$ cat src/hdl/tdmg_pkg.sv
// shared types and constants of the temporal depth median gate
package tdmg_pkg;

	localparam int MAX_FRAMES = 8;
	localparam int DEPTH_W    = 16;
	localparam int RANK_W     = 3;
	localparam int CFG_IDX_W  = 8;

	typedef logic [DEPTH_W-1:0]   depth_t;
	typedef logic [RANK_W-1:0]    rank_t;
	typedef logic [CFG_IDX_W-1:0] cfg_idx_t;

	localparam cfg_idx_t REG_MIN_DEPTH = cfg_idx_t'(0);
	localparam cfg_idx_t REG_MAX_DEPTH = cfg_idx_t'(1);

	// one lane's finding: its own sample and where it lands in sorted order
	typedef struct packed {
		rank_t  rank;
		depth_t sample;
	} lane_res_t;

endpackage

$ cat src/hdl/tdmg_lane.sv
// one rank lane: places its own sample among all active samples
module tdmg_lane
	import tdmg_pkg::*;
#(
	parameter int FRAME_COUNT = 8,
	parameter int LANE        = 0
) (
	input  depth_t    samples [MAX_FRAMES],
	output lane_res_t res
);

	rank_t cnt;

	// stable rank: ties are broken by frame number
	always_comb begin
		cnt = '0;
		for (int j = 0; j < FRAME_COUNT; j++) begin
			if (j != LANE) begin
				if ((samples[j] < samples[LANE]) ||
				    ((samples[j] == samples[LANE]) && (j < LANE))) begin
					cnt = cnt + rank_t'(1);
				end
			end
		end
	end

	assign res.rank   = cnt;
	assign res.sample = samples[LANE];

endmodule

$ cat src/hdl/tdmg_merge.sv
// merge stage: picks the lane holding the median and applies the depth window
module tdmg_merge
	import tdmg_pkg::*;
#(
	parameter int FRAME_COUNT = 8
) (
	input  lane_res_t lanes [MAX_FRAMES],
	input  depth_t    min_depth,
	input  depth_t    max_depth,
	output depth_t    result
);

	localparam rank_t MED_RANK = rank_t'(FRAME_COUNT / 2);

	depth_t median;

	// ranks are a permutation, so exactly one lane matches
	always_comb begin
		median = '0;
		for (int i = 0; i < FRAME_COUNT; i++) begin
			if (lanes[i].rank == MED_RANK) begin
				median = median | lanes[i].sample;
			end
		end
	end

	assign result = ((median < min_depth) || (median > max_depth)) ? '0 : median;

endmodule

$ cat src/hdl/temporal_depth_median_gate.sv
// top level of the temporal depth median gate: lanes, merge, pipeline and config registers
//
// Temporal median gate for depth pixels. Each transfer on the input channel carries the
// samples of one pixel position from FRAME_COUNT aligned frames (depth_0 upwards; higher
// fields are ignored). The block returns, one transfer per input, the sample at sorted
// index FRAME_COUNT/2 (the upper median for an even count), or zero when that value lies
// outside the inclusive window [min_depth, max_depth]. It takes one item every clock and
// is pipelined: stage one is a row of rank lanes, one per frame, each comparing
// its sample with all the others; stage two is the merge that selects the lane of
// median rank and applies the window. The rate is set by that combinational compare
// network, so the block sustains one item per cycle whenever the output is not stalled.
// Config registers: index 0 is min_depth (reset 0), index 1 is max_depth (reset 65535);
// other indexes are ignored. Writes are always taken and should only be issued while the
// block holds no item.
module temporal_depth_median_gate
	import tdmg_pkg::*;
#(
	parameter int FRAME_COUNT = 8
) (
	input  logic     clk,
	input  logic     arst_n,

	input  logic     in_valid,
	output logic     in_stall,
	input  depth_t   depth_0,
	input  depth_t   depth_1,
	input  depth_t   depth_2,
	input  depth_t   depth_3,
	input  depth_t   depth_4,
	input  depth_t   depth_5,
	input  depth_t   depth_6,
	input  depth_t   depth_7,

	output logic     out_valid,
	input  logic     out_stall,
	output depth_t   filtered_depth,

	input  logic     cfg_valid,
	output logic     cfg_ready,
	input  cfg_idx_t cfg_index,
	input  depth_t   cfg_data
);

	// gather the frame samples into one vector for the lanes
	depth_t    samples [MAX_FRAMES];
	lane_res_t lane_res [MAX_FRAMES];
	lane_res_t lane_res_s1 [MAX_FRAMES];
	logic      valid_s1;
	logic      valid_s2;
	depth_t    result_s2;
	depth_t    merged;
	depth_t    min_q;
	depth_t    max_q;
	logic      adv_s1;
	logic      adv_s2;
	logic [MAX_FRAMES-1:0] med_hit;

	assign samples[0] = depth_0;
	assign samples[1] = depth_1;
	assign samples[2] = depth_2;
	assign samples[3] = depth_3;
	assign samples[4] = depth_4;
	assign samples[5] = depth_5;
	assign samples[6] = depth_6;
	assign samples[7] = depth_7;

	// rank lanes, one per active frame; idle lanes are tied off
	for (genvar g = 0; g < MAX_FRAMES; g++) begin : g_lane
		if (g < FRAME_COUNT) begin : g_on
			tdmg_lane #(
				.FRAME_COUNT (FRAME_COUNT),
				.LANE        (g)
			) u_lane (
				.samples (samples),
				.res     (lane_res[g])
			);
		end else begin : g_off
			assign lane_res[g] = '0;
		end
	end

	// pipeline flow: a stage loads when it is empty or its contents move on
	assign adv_s2   = !valid_s2 || !out_stall;
	assign adv_s1   = !valid_s1 || adv_s2;
	assign in_stall = !adv_s1;

	always_ff @(posedge clk or negedge arst_n) begin
		if (!arst_n) begin
			valid_s1 <= 1'b0;
			valid_s2 <= 1'b0;
		end else begin
			if (adv_s1) begin
				valid_s1 <= in_valid;
			end
			if (adv_s2) begin
				valid_s2 <= valid_s1;
			end
		end
	end

	// payload of lane stage
	always_ff @(posedge clk) begin
		if (adv_s1 && in_valid) begin
			lane_res_s1 <= lane_res;
		end
	end

	tdmg_merge #(
		.FRAME_COUNT (FRAME_COUNT)
	) u_merge (
		.lanes     (lane_res_s1),
		.min_depth (min_q),
		.max_depth (max_q),
		.result    (merged)
	);

	// output register doubles as the skid stage
	always_ff @(posedge clk) begin
		if (adv_s2 && valid_s1) begin
			result_s2 <= merged;
		end
	end

	assign out_valid      = valid_s2;
	assign filtered_depth = result_s2;

	// config registers, written on any transfer
	assign cfg_ready = 1'b1;

	always_ff @(posedge clk or negedge arst_n) begin
		if (!arst_n) begin
			min_q <= '0;
			max_q <= '1;
		end else if (cfg_valid && cfg_ready) begin
			unique case (cfg_index)
				REG_MIN_DEPTH: min_q <= cfg_data;
				REG_MAX_DEPTH: max_q <= cfg_data;
				default: ;
			endcase
		end
	end

	// which lanes claim the median rank, for checking only
	always_comb begin
		med_hit = '0;
		for (int i = 0; i < FRAME_COUNT; i++) begin
			med_hit[i] = (lane_res_s1[i].rank == rank_t'(FRAME_COUNT / 2));
		end
	end

	// stall only when both stages are full and the output is held
	a_stall_cause: assert property (@(posedge clk) disable iff (!arst_n)
		in_stall |-> (valid_s1 && valid_s2 && out_stall))
		else $error("input stalled while pipeline has room");

	// an accepted item reaches the lane stage
	a_accept_load: assert property (@(posedge clk) disable iff (!arst_n)
		(in_valid && !in_stall) |=> valid_s1)
		else $error("accepted item lost before lane stage");

	// an item in the lane stage moves on to the output when allowed
	a_s1_to_s2: assert property (@(posedge clk) disable iff (!arst_n)
		(valid_s1 && adv_s2) |=> valid_s2)
		else $error("lane stage item lost before output");

	// the lane ranks form a permutation: one median lane exactly
	a_one_median: assert property (@(posedge clk) disable iff (!arst_n)
		valid_s1 |-> $onehot(med_hit))
		else $error("median rank claimed by zero or several lanes");

endmodule
$ cat config.mk
export PLATFORM = sky130hd
export DESIGN_NAME = temporal_depth_median_gate
export DESIGN_NICKNAME = d
export VERILOG_FILES = /design/src/hdl/tdmg_pkg.sv /design/src/hdl/tdmg_lane.sv /design/src/hdl/tdmg_merge.sv /design/src/hdl/temporal_depth_median_gate.sv
export SDC_FILE = /design/constraint.sdc
export NUM_CORES = 1
export LEC_CHECK = 0
export BUFFER_PORTS_ARGS = -buffer_cell sky130_fd_sc_hd__buf_2
export CAP_MARGIN = 10
export CORE_MARGIN = 4
export CORE_UTILIZATION = 45
export DETAILED_ROUTE_END_ITERATION = 10
export PLACE_DENSITY = 0.66
export SLEW_MARGIN = 20
export SYNTH_ARGS = -nofsm -noshare
export SYNTH_HDL_FRONTEND = slang
export SYNTH_SLANG_ARGS = --single-unit
$ cat constraint.sdc
create_clock -name clk -period 8.51 [get_ports clk]
set_input_delay 0.851 -clock clk [delete_from_list [all_inputs] [get_ports clk]]
set_output_delay 0.851 -clock clk [all_outputs]
set_load 0.05 [all_outputs]
==> results of run 1 <==
==> state kept, by name, summed over array words and instances (netlist names) <==
name            cells
lane_res_s1       152
min_q              16
valid_s1            1
max_q              16
out_valid           1
filtered_depth     16
==> layout make-up <==
type	instances	area, um2
multi-input combinational	1626	13900
timing repair buffer	186	961
sequential	202	5920
fill	4161	22200
tap	600	751
inverter	224	841
clock buffer	30	654
clock inverter	12	149
==> kinds of logic (layout without fill, tap and decap cells) <==
logic type,count (synthesis),in the layout,synth area share
mux,34,34,0.0187
other cells,1,1,0.000182
simple gates,497,497,0.127
compound gates,503,503,0.166
buf+inv,243,452,0.0444
flops,202,202,0.287
xor+xnor,64,64,0.0371
fa+ha+maj,527,527,0.319
==> worst max-delay path, stage by stage <==
cell	delay [ns]
sky130_fd_sc_hd__buf_2	0.11
sky130_fd_sc_hd__inv_1	0.24
sky130_fd_sc_hd__ha_1	0.32
sky130_fd_sc_hd__a2111oi_0	0.36
sky130_fd_sc_hd__o21ai_0	0.14
sky130_fd_sc_hd__o221ai_1	0.34
sky130_fd_sc_hd__o211ai_1	0.26
sky130_fd_sc_hd__a31oi_1	0.35
sky130_fd_sc_hd__ha_1	0.33
sky130_fd_sc_hd__inv_1	0.12
sky130_fd_sc_hd__nor3_1	0.07
sky130_fd_sc_hd__nand4_1	0.09
sky130_fd_sc_hd__o311a_1	0.18
sky130_fd_sc_hd__o211ai_2	0.16
sky130_fd_sc_hd__ha_1	0.32
sky130_fd_sc_hd__nand2_1	0.07
sky130_fd_sc_hd__o21ai_0	0.10
sky130_fd_sc_hd__ha_1	0.31
sky130_fd_sc_hd__or2_2	0.32
sky130_fd_sc_hd__and2_1	0.17
sky130_fd_sc_hd__ha_1	0.28
sky130_fd_sc_hd__inv_1	0.07
sky130_fd_sc_hd__nor2_1	0.04
sky130_fd_sc_hd__a31o_2	0.24
sky130_fd_sc_hd__ha_1	0.19
sky130_fd_sc_hd__nand2_1	0.06
sky130_fd_sc_hd__xnor3_1	0.39
sky130_fd_sc_hd__xnor3_1	0.18
==> cells in the mapped netlist, types with 12 or more instances <==
cell	instances
sky130_fd_sc_hd__o21ai_0	73
sky130_fd_sc_hd__edfxtp_1	168
sky130_fd_sc_hd__nand4_1	98
sky130_fd_sc_hd__dfstp_2	16
sky130_fd_sc_hd__xor2_1	15
sky130_fd_sc_hd__o31ai_1	12
sky130_fd_sc_hd__a211oi_1	24
sky130_fd_sc_hd__inv_1	224
sky130_fd_sc_hd__clkbuf_1	17
sky130_fd_sc_hd__a22oi_1	63
sky130_fd_sc_hd__nor3_1	34
sky130_fd_sc_hd__nor2_1	90
sky130_fd_sc_hd__a21oi_1	132
sky130_fd_sc_hd__nand2_1	117
sky130_fd_sc_hd__o21a_1	38
sky130_fd_sc_hd__mux2_2	25
sky130_fd_sc_hd__o211ai_1	23
sky130_fd_sc_hd__xnor2_1	33
sky130_fd_sc_hd__nand3_1	28
sky130_fd_sc_hd__a21o_1	54
sky130_fd_sc_hd__nor4_1	14
sky130_fd_sc_hd__ha_1	527
sky130_fd_sc_hd__dfrtp_1	18
sky130_fd_sc_hd__and4_1	24
sky130_fd_sc_hd__nor2b_1	32
==> per-layer routing <==
metal,global-route usage,routed length [um],up-vias
met5,0,0,-
met4,0.131,3950,0
met3,0.0271,4210,147
met2,0.492,34700,649
met1,0.373,30800,8627
li1,-,-,8280
==> stage by stage <==
stage	cells	setup slack, ns
finish	2880	2.09
global route	2880	1.75
CTS	2880	2.09
detailed placement	2838	1.58
global placement	2838	1.68
floorplan	2071	2.56
==> worst paths after layout <==
kind | endpoint | slack (ns) | cells past startpoint
worst max-delay path | lane_res_s1[18] | 2.09 | 28
worst min-delay path | min_q[8] | 0.38 | 1
worst max register to register | filtered_depth[2] | 4.29 | 15
worst min register to register | out_valid | 0.49 | 1
max in group asynchronous | out_valid | 7.62 | 1
min in group clk | out_valid | 0.49 | 1
==> power by group through the flow <==
stage	Sequential [mW]	Combinational (mW)	Clock, mW
floorplan	1.32	1.48	0
global placement	1.30	2.15	0
detailed placement	1.30	2.23	0
CTS	1.28	2.24	1.07
global route	1.29	2.51	1.12
finish	1.28	2.26	1.06
==> reports/qor.yml, run 1 <==
netlist.area_leader.share: 0.319
rsz0062_at_grt: "false"
post-synth-top-area-cell: "sky130_fd_sc_hd__ha_1"
timing.critical_path.arrival_ns: 6.68
detailed_route_iter0_violations: 1325
combinational_power_share: 0.491
initial_core_util: 0.455
yosysWarnings: 0
mostFrequentLayoutCells: "sky130_fd_sc_hd__ha_1, sky130_fd_sc_hd__inv_1, sky130_fd_sc_hd__buf_2"
slew-limit-headroom: 0.281
critPathCaptureType: "flip-flop"
number_of_cells_upsized_or_downsized_after_cts: 0
routed_wirelength_um: 73600
leakage_nw: 10.8
placedInstanceArea_um2: 22300
sw_frac_of_total: 0.392
slew_of_the_pin_with_the_lowest_slew_margin_ns: 1.07
final-setup-viol-count: 0
summed_instance_area_of_the_synthesized_netlist_um2: 20600
design.die.area_um2: 49400
std_cell_rows: 78
antenna_cells_inserted: 0
max-cap-violations: 0
holdCritPathClass: "input pin to async pin"
crit_path_category: "input pin to flip-flop"
nets: 2947
cts_root_buf: "sky130_fd_sc_hd__clkbuf_16"
wl_per_cell_um: 25.6
fmax_mhz: 156
critPathLaunchType: "input pin"
grt_use_total: 0.289
summed_area_of_non_filler_cells_in_the_final_layout_um2: 23100
netlist_instances: 2071
layout-drive-gt1-share: 0.136
via_count: 17700
die_width_um: 222
synthTopCellsByArea: "sky130_fd_sc_hd__ha_1, sky130_fd_sc_hd__edfxtp_1, sky130_fd_sc_hd__inv_1, sky130_fd_sc_hd__a21oi_1, sky130_fd_sc_hd__nand4_1"
finalCriticalPeriod_ns: 6.42
yosysSeqAreaShare: 0.287
io_buffers: 174
r2r-start: "lane_res_s1[112]"
worst_case_clock_skew_ns: 0.0334
total_power_mw: 4.59
final.period_utilization: 0.755
hold_viol_final: 0
area.growth.synth_to_final_pct: 12.1
antenna_found_initial: 0
cts-buffers-inserted: 23
clockPowerShare: 0.230
clkLatencyLatePin_ns: 0.54
cp_max_fo: 6
cts_tree: "built"
share_seq_of_total_power: 0.279
post_synth.cell_area_avg_um2: 9.97
route.antenna.remaining_nets: 0
switching_power_mw: 1.80
top_level_ports: 176
h_tree_lvl_count: 1
die_height_um: 222
cts_buffer_depth: 3
hold_buffers: 0
routabilityCongestion: 0.966
launching_element_of_the_worst_setup_path: "depth_0[7]"
grt.overflow.total: 0
detail_route.first_pass.iterations: 7
core_region_area_um2: 45400
cts_post_setup_buffers_inserted: 0
post-route-util: 0.510
grt_max_degree: 80
hpwl_um: 60700
int_power_mw: 2.79
grt_first_pass_wirelength_um: 109000
final_count_of_pins_violating_max_slew: 0
postSynthRegisterBits: 202
worst_ir_drop_vdd_mv: 0.158
synth_edf_count: 168
syn-num-nets: 2755
sum_neg_setup_slack_ns: 0
synth_top_flop_cell: "sky130_fd_sc_hd__edfxtp_1"
via_count_of_the_first_global_routing_pass: 17900
fin_worst_hold_slack_ns: 0.378
detail_route.drc_violations: 0
ys_async_sr_fraction: 0.168
route.detailed.vias_per_inst: 6.15
number_of_different_library_cells_in_the_post_synthesis_netlist: 81
cp_data_required_time_ns: 8.77
leading_cell_type_in_the_layout_fill_and_taps_excluded: "sky130_fd_sc_hd__ha_1"
outcome: "completed"
power-per-cell-area_nw_per_um2: 198
cts.clk_slew.worst_paths_ns: 0.06
cts_num_sinks: 202
No activity file was read; power rests on OpenSTA's default activity.
==> run 2, diff against run 1 <==
==> constraint.sdc (replaced) <==
create_clock -name clk -period 5.98 [get_ports clk]
set_input_delay 0.598 -clock clk [delete_from_list [all_inputs] [get_ports clk]]
set_output_delay 0.598 -clock clk [all_outputs]
set_load 0.05 [all_outputs]
==> run 2 against run 1 <==
  * Non-clock buffer count grew 138
  * Sequential cell count is the same
  * Largest power group unchanged
  * Final cell count grew 4.8%
==> reports/qor.yml, run 2 (same netlist as run 1, synthesis figures left out) <==
leading_cell_type_in_the_layout_fill_and_taps_excluded: "sky130_fd_sc_hd__ha_1"
cts_tree: "built"
cts_num_sinks: 202  # unchanged
rsz0062_at_grt: "false"
antenna_found_initial: 2  # +2
slew-limit-headroom: 0.344  # +0.0626
die_width_um: 222  # unchanged
total_power_mw: 6.57  # +43%
cp_max_fo: 4  # -2
fmax_mhz: 175
mostFrequentLayoutCells: "sky130_fd_sc_hd__ha_1, sky130_fd_sc_hd__inv_1, sky130_fd_sc_hd__buf_2"
final-setup-viol-count: 0  # unchanged
hpwl_um: 63700  # +4.9%
via_count_of_the_first_global_routing_pass: 18700  # +4.8%
largest_register_ff_count: 152  # unchanged
grt.overflow.total: 0  # unchanged
outcome: "completed"
rrSetupSlack_ns: 2.24  # -2.05 ns
timing.critical_path.arrival_ns: 5.99  # -0.69 ns
die_height_um: 222  # unchanged
io_buffers: 174  # unchanged
slew_of_the_pin_with_the_lowest_slew_margin_ns: 0.979  # -0.0949 ns
critPathCaptureType: "flip-flop"
rr_worst_depth: 14  # -1
cts.clk_slew.worst_paths_ns: 0.06  # about the same
layout-drive-gt1-share: 0.186  # +0.0498
max_stage_delay_ns: 0.39  # about the same
fin_worst_hold_slack_ns: 0.118  # -0.260 ns
power-per-cell-area_nw_per_um2: 272  # +37%
critical_path_endpoint: "lane_res_s1[18]"
max-cap-violations: 0  # unchanged
r2r-start: "lane_res_s1[55]"
route.detailed.vias_per_inst: 6.10  # -0.70%
holdCritPathClass: "input pin to async pin"
core_region_area_um2: 45400  # unchanged
critPathLaunchType: "input pin"
detailed_route_iter0_violations: 1565  # +18%
route.antenna.remaining_nets: 0  # unchanged
final_count_of_pins_violating_max_slew: 0  # unchanged
design.die.area_um2: 49400  # unchanged
h_tree_lvl_count: 1  # unchanged
wl_per_cell_um: 25.4  # -0.77%
detail_route.drc_violations: 0  # unchanged
leakage_nw: 11.5  # +5.9%
cts_root_buf: "sky130_fd_sc_hd__clkbuf_16"
critical_path.reg2reg.endpoint: "filtered_depth[0]"
area.growth.synth_to_final_pct: 16.9
top_level_ports: 176  # unchanged
regMostFlops: "lane_res_s1"
worst_case_clock_skew_ns: 0.0430  # +0.00955 ns
cp_data_required_time_ns: 6.25  # -2.52 ns
finalCriticalPeriod_ns: 5.72
critPathMostFrequentCell: "sky130_fd_sc_hd__ha_1"
grt_first_pass_wirelength_um: 112000  # +3.2%
hold_viol_final: 0  # unchanged
worst_ir_drop_vdd_mv: 0.271  # +72%
initial_core_util: 0.455  # unchanged
nets: 3086  # +4.7%
detail_route.first_pass.iterations: 6  # -1
routed_wirelength_um: 76600  # +4.0%
cts-buffers-inserted: 24  # +4.3%
final.period_utilization: 0.957
std_cell_rows: 78  # unchanged
routabilityCongestion: 1.02  # +5.1%
grt_use_total: 0.299  # +0.0106
via_count: 18400  # +4.1%
crit_path_category: "input pin to flip-flop"
cpMaxStageDelayCell: "sky130_fd_sc_hd__xnor3_1"
cts_post_setup_buffers_inserted: 0  # unchanged
clkLatencyLatePin_ns: 0.56  # +0.02 ns
grt_max_degree: 60  # -25%
launching_element_of_the_worst_setup_path: "depth_0[7]"
cts_buffer_depth: 3  # unchanged
-- run 2: how the worst min path moves through the flow --
stage                            to  slack (ns)      from
after detailed placement  out_valid        0.46  valid_s1
after global placement    out_valid        0.45  valid_s1
after CTS                 min_q[12]        0.13    arst_n
after global routing      min_q[12]        0.17    arst_n
after floorplan            min_q[0]        0.30    arst_n
final                     min_q[12]        0.12    arst_n
-- run 2: layout make-up --
class	instances	area, um2
timing repair buffer	324	2010
inverter	224	841
clock inverter	13	121
tap	600	751
clock buffer	28	616
multi-input combinational	1626	13900
sequential	202	5920
antenna	2	5.00
fill	4143	21200
-- run 2: power breakdown --
group | switching, mW | internal, mW
Combinational | 1.93 | 1.41
Clock | 0.623 | 0.787
Sequential | 0.0571 | 1.76
Total | 2.61 | 3.96
-- run 2: through the flow --
step	setup WS, ns	setup TNS, ns	std cells	area (um2)	utilization
after floorplan	0.286	0	2071	20600	-
after global placement	0.0249	0	2975	23400	0.515
after detailed placement	-0.292	-0.373	2975	23400	0.515
after CTS	0.266	0	3016	24100	0.531
after global routing	0.0164	0	3018	24100	0.532
final	0.258	0	3019	24100	0.532
-- run 2: routing by layer --
layer	vias to the layer above	track usage	routed length, um
met3	194	0.0503	6400
met1	8877	0.382	31000
met5	-	0	13
met2	816	0.501	35300
met4	2	0.133	3900
li1	8539	-	-
-- run 2: repair_timing --
action / CTS / global route
endpoints found under the setup margin: 0 / 1
hold buffers: 0 / 0
resized for setup: 0 / 2
-- run 2: worst max-delay path: cells and delay by family --
family / cells / cell delay, ns
AND/OR/NAND/NOR: 7 / 1.05
AO/OA/AOI/OAI: 9 / 1.79
adder cells (fa/ha/maj): 6 / 1.63
XOR/XNOR: 2 / 0.58
buffers and inverters: 4 / 0.34
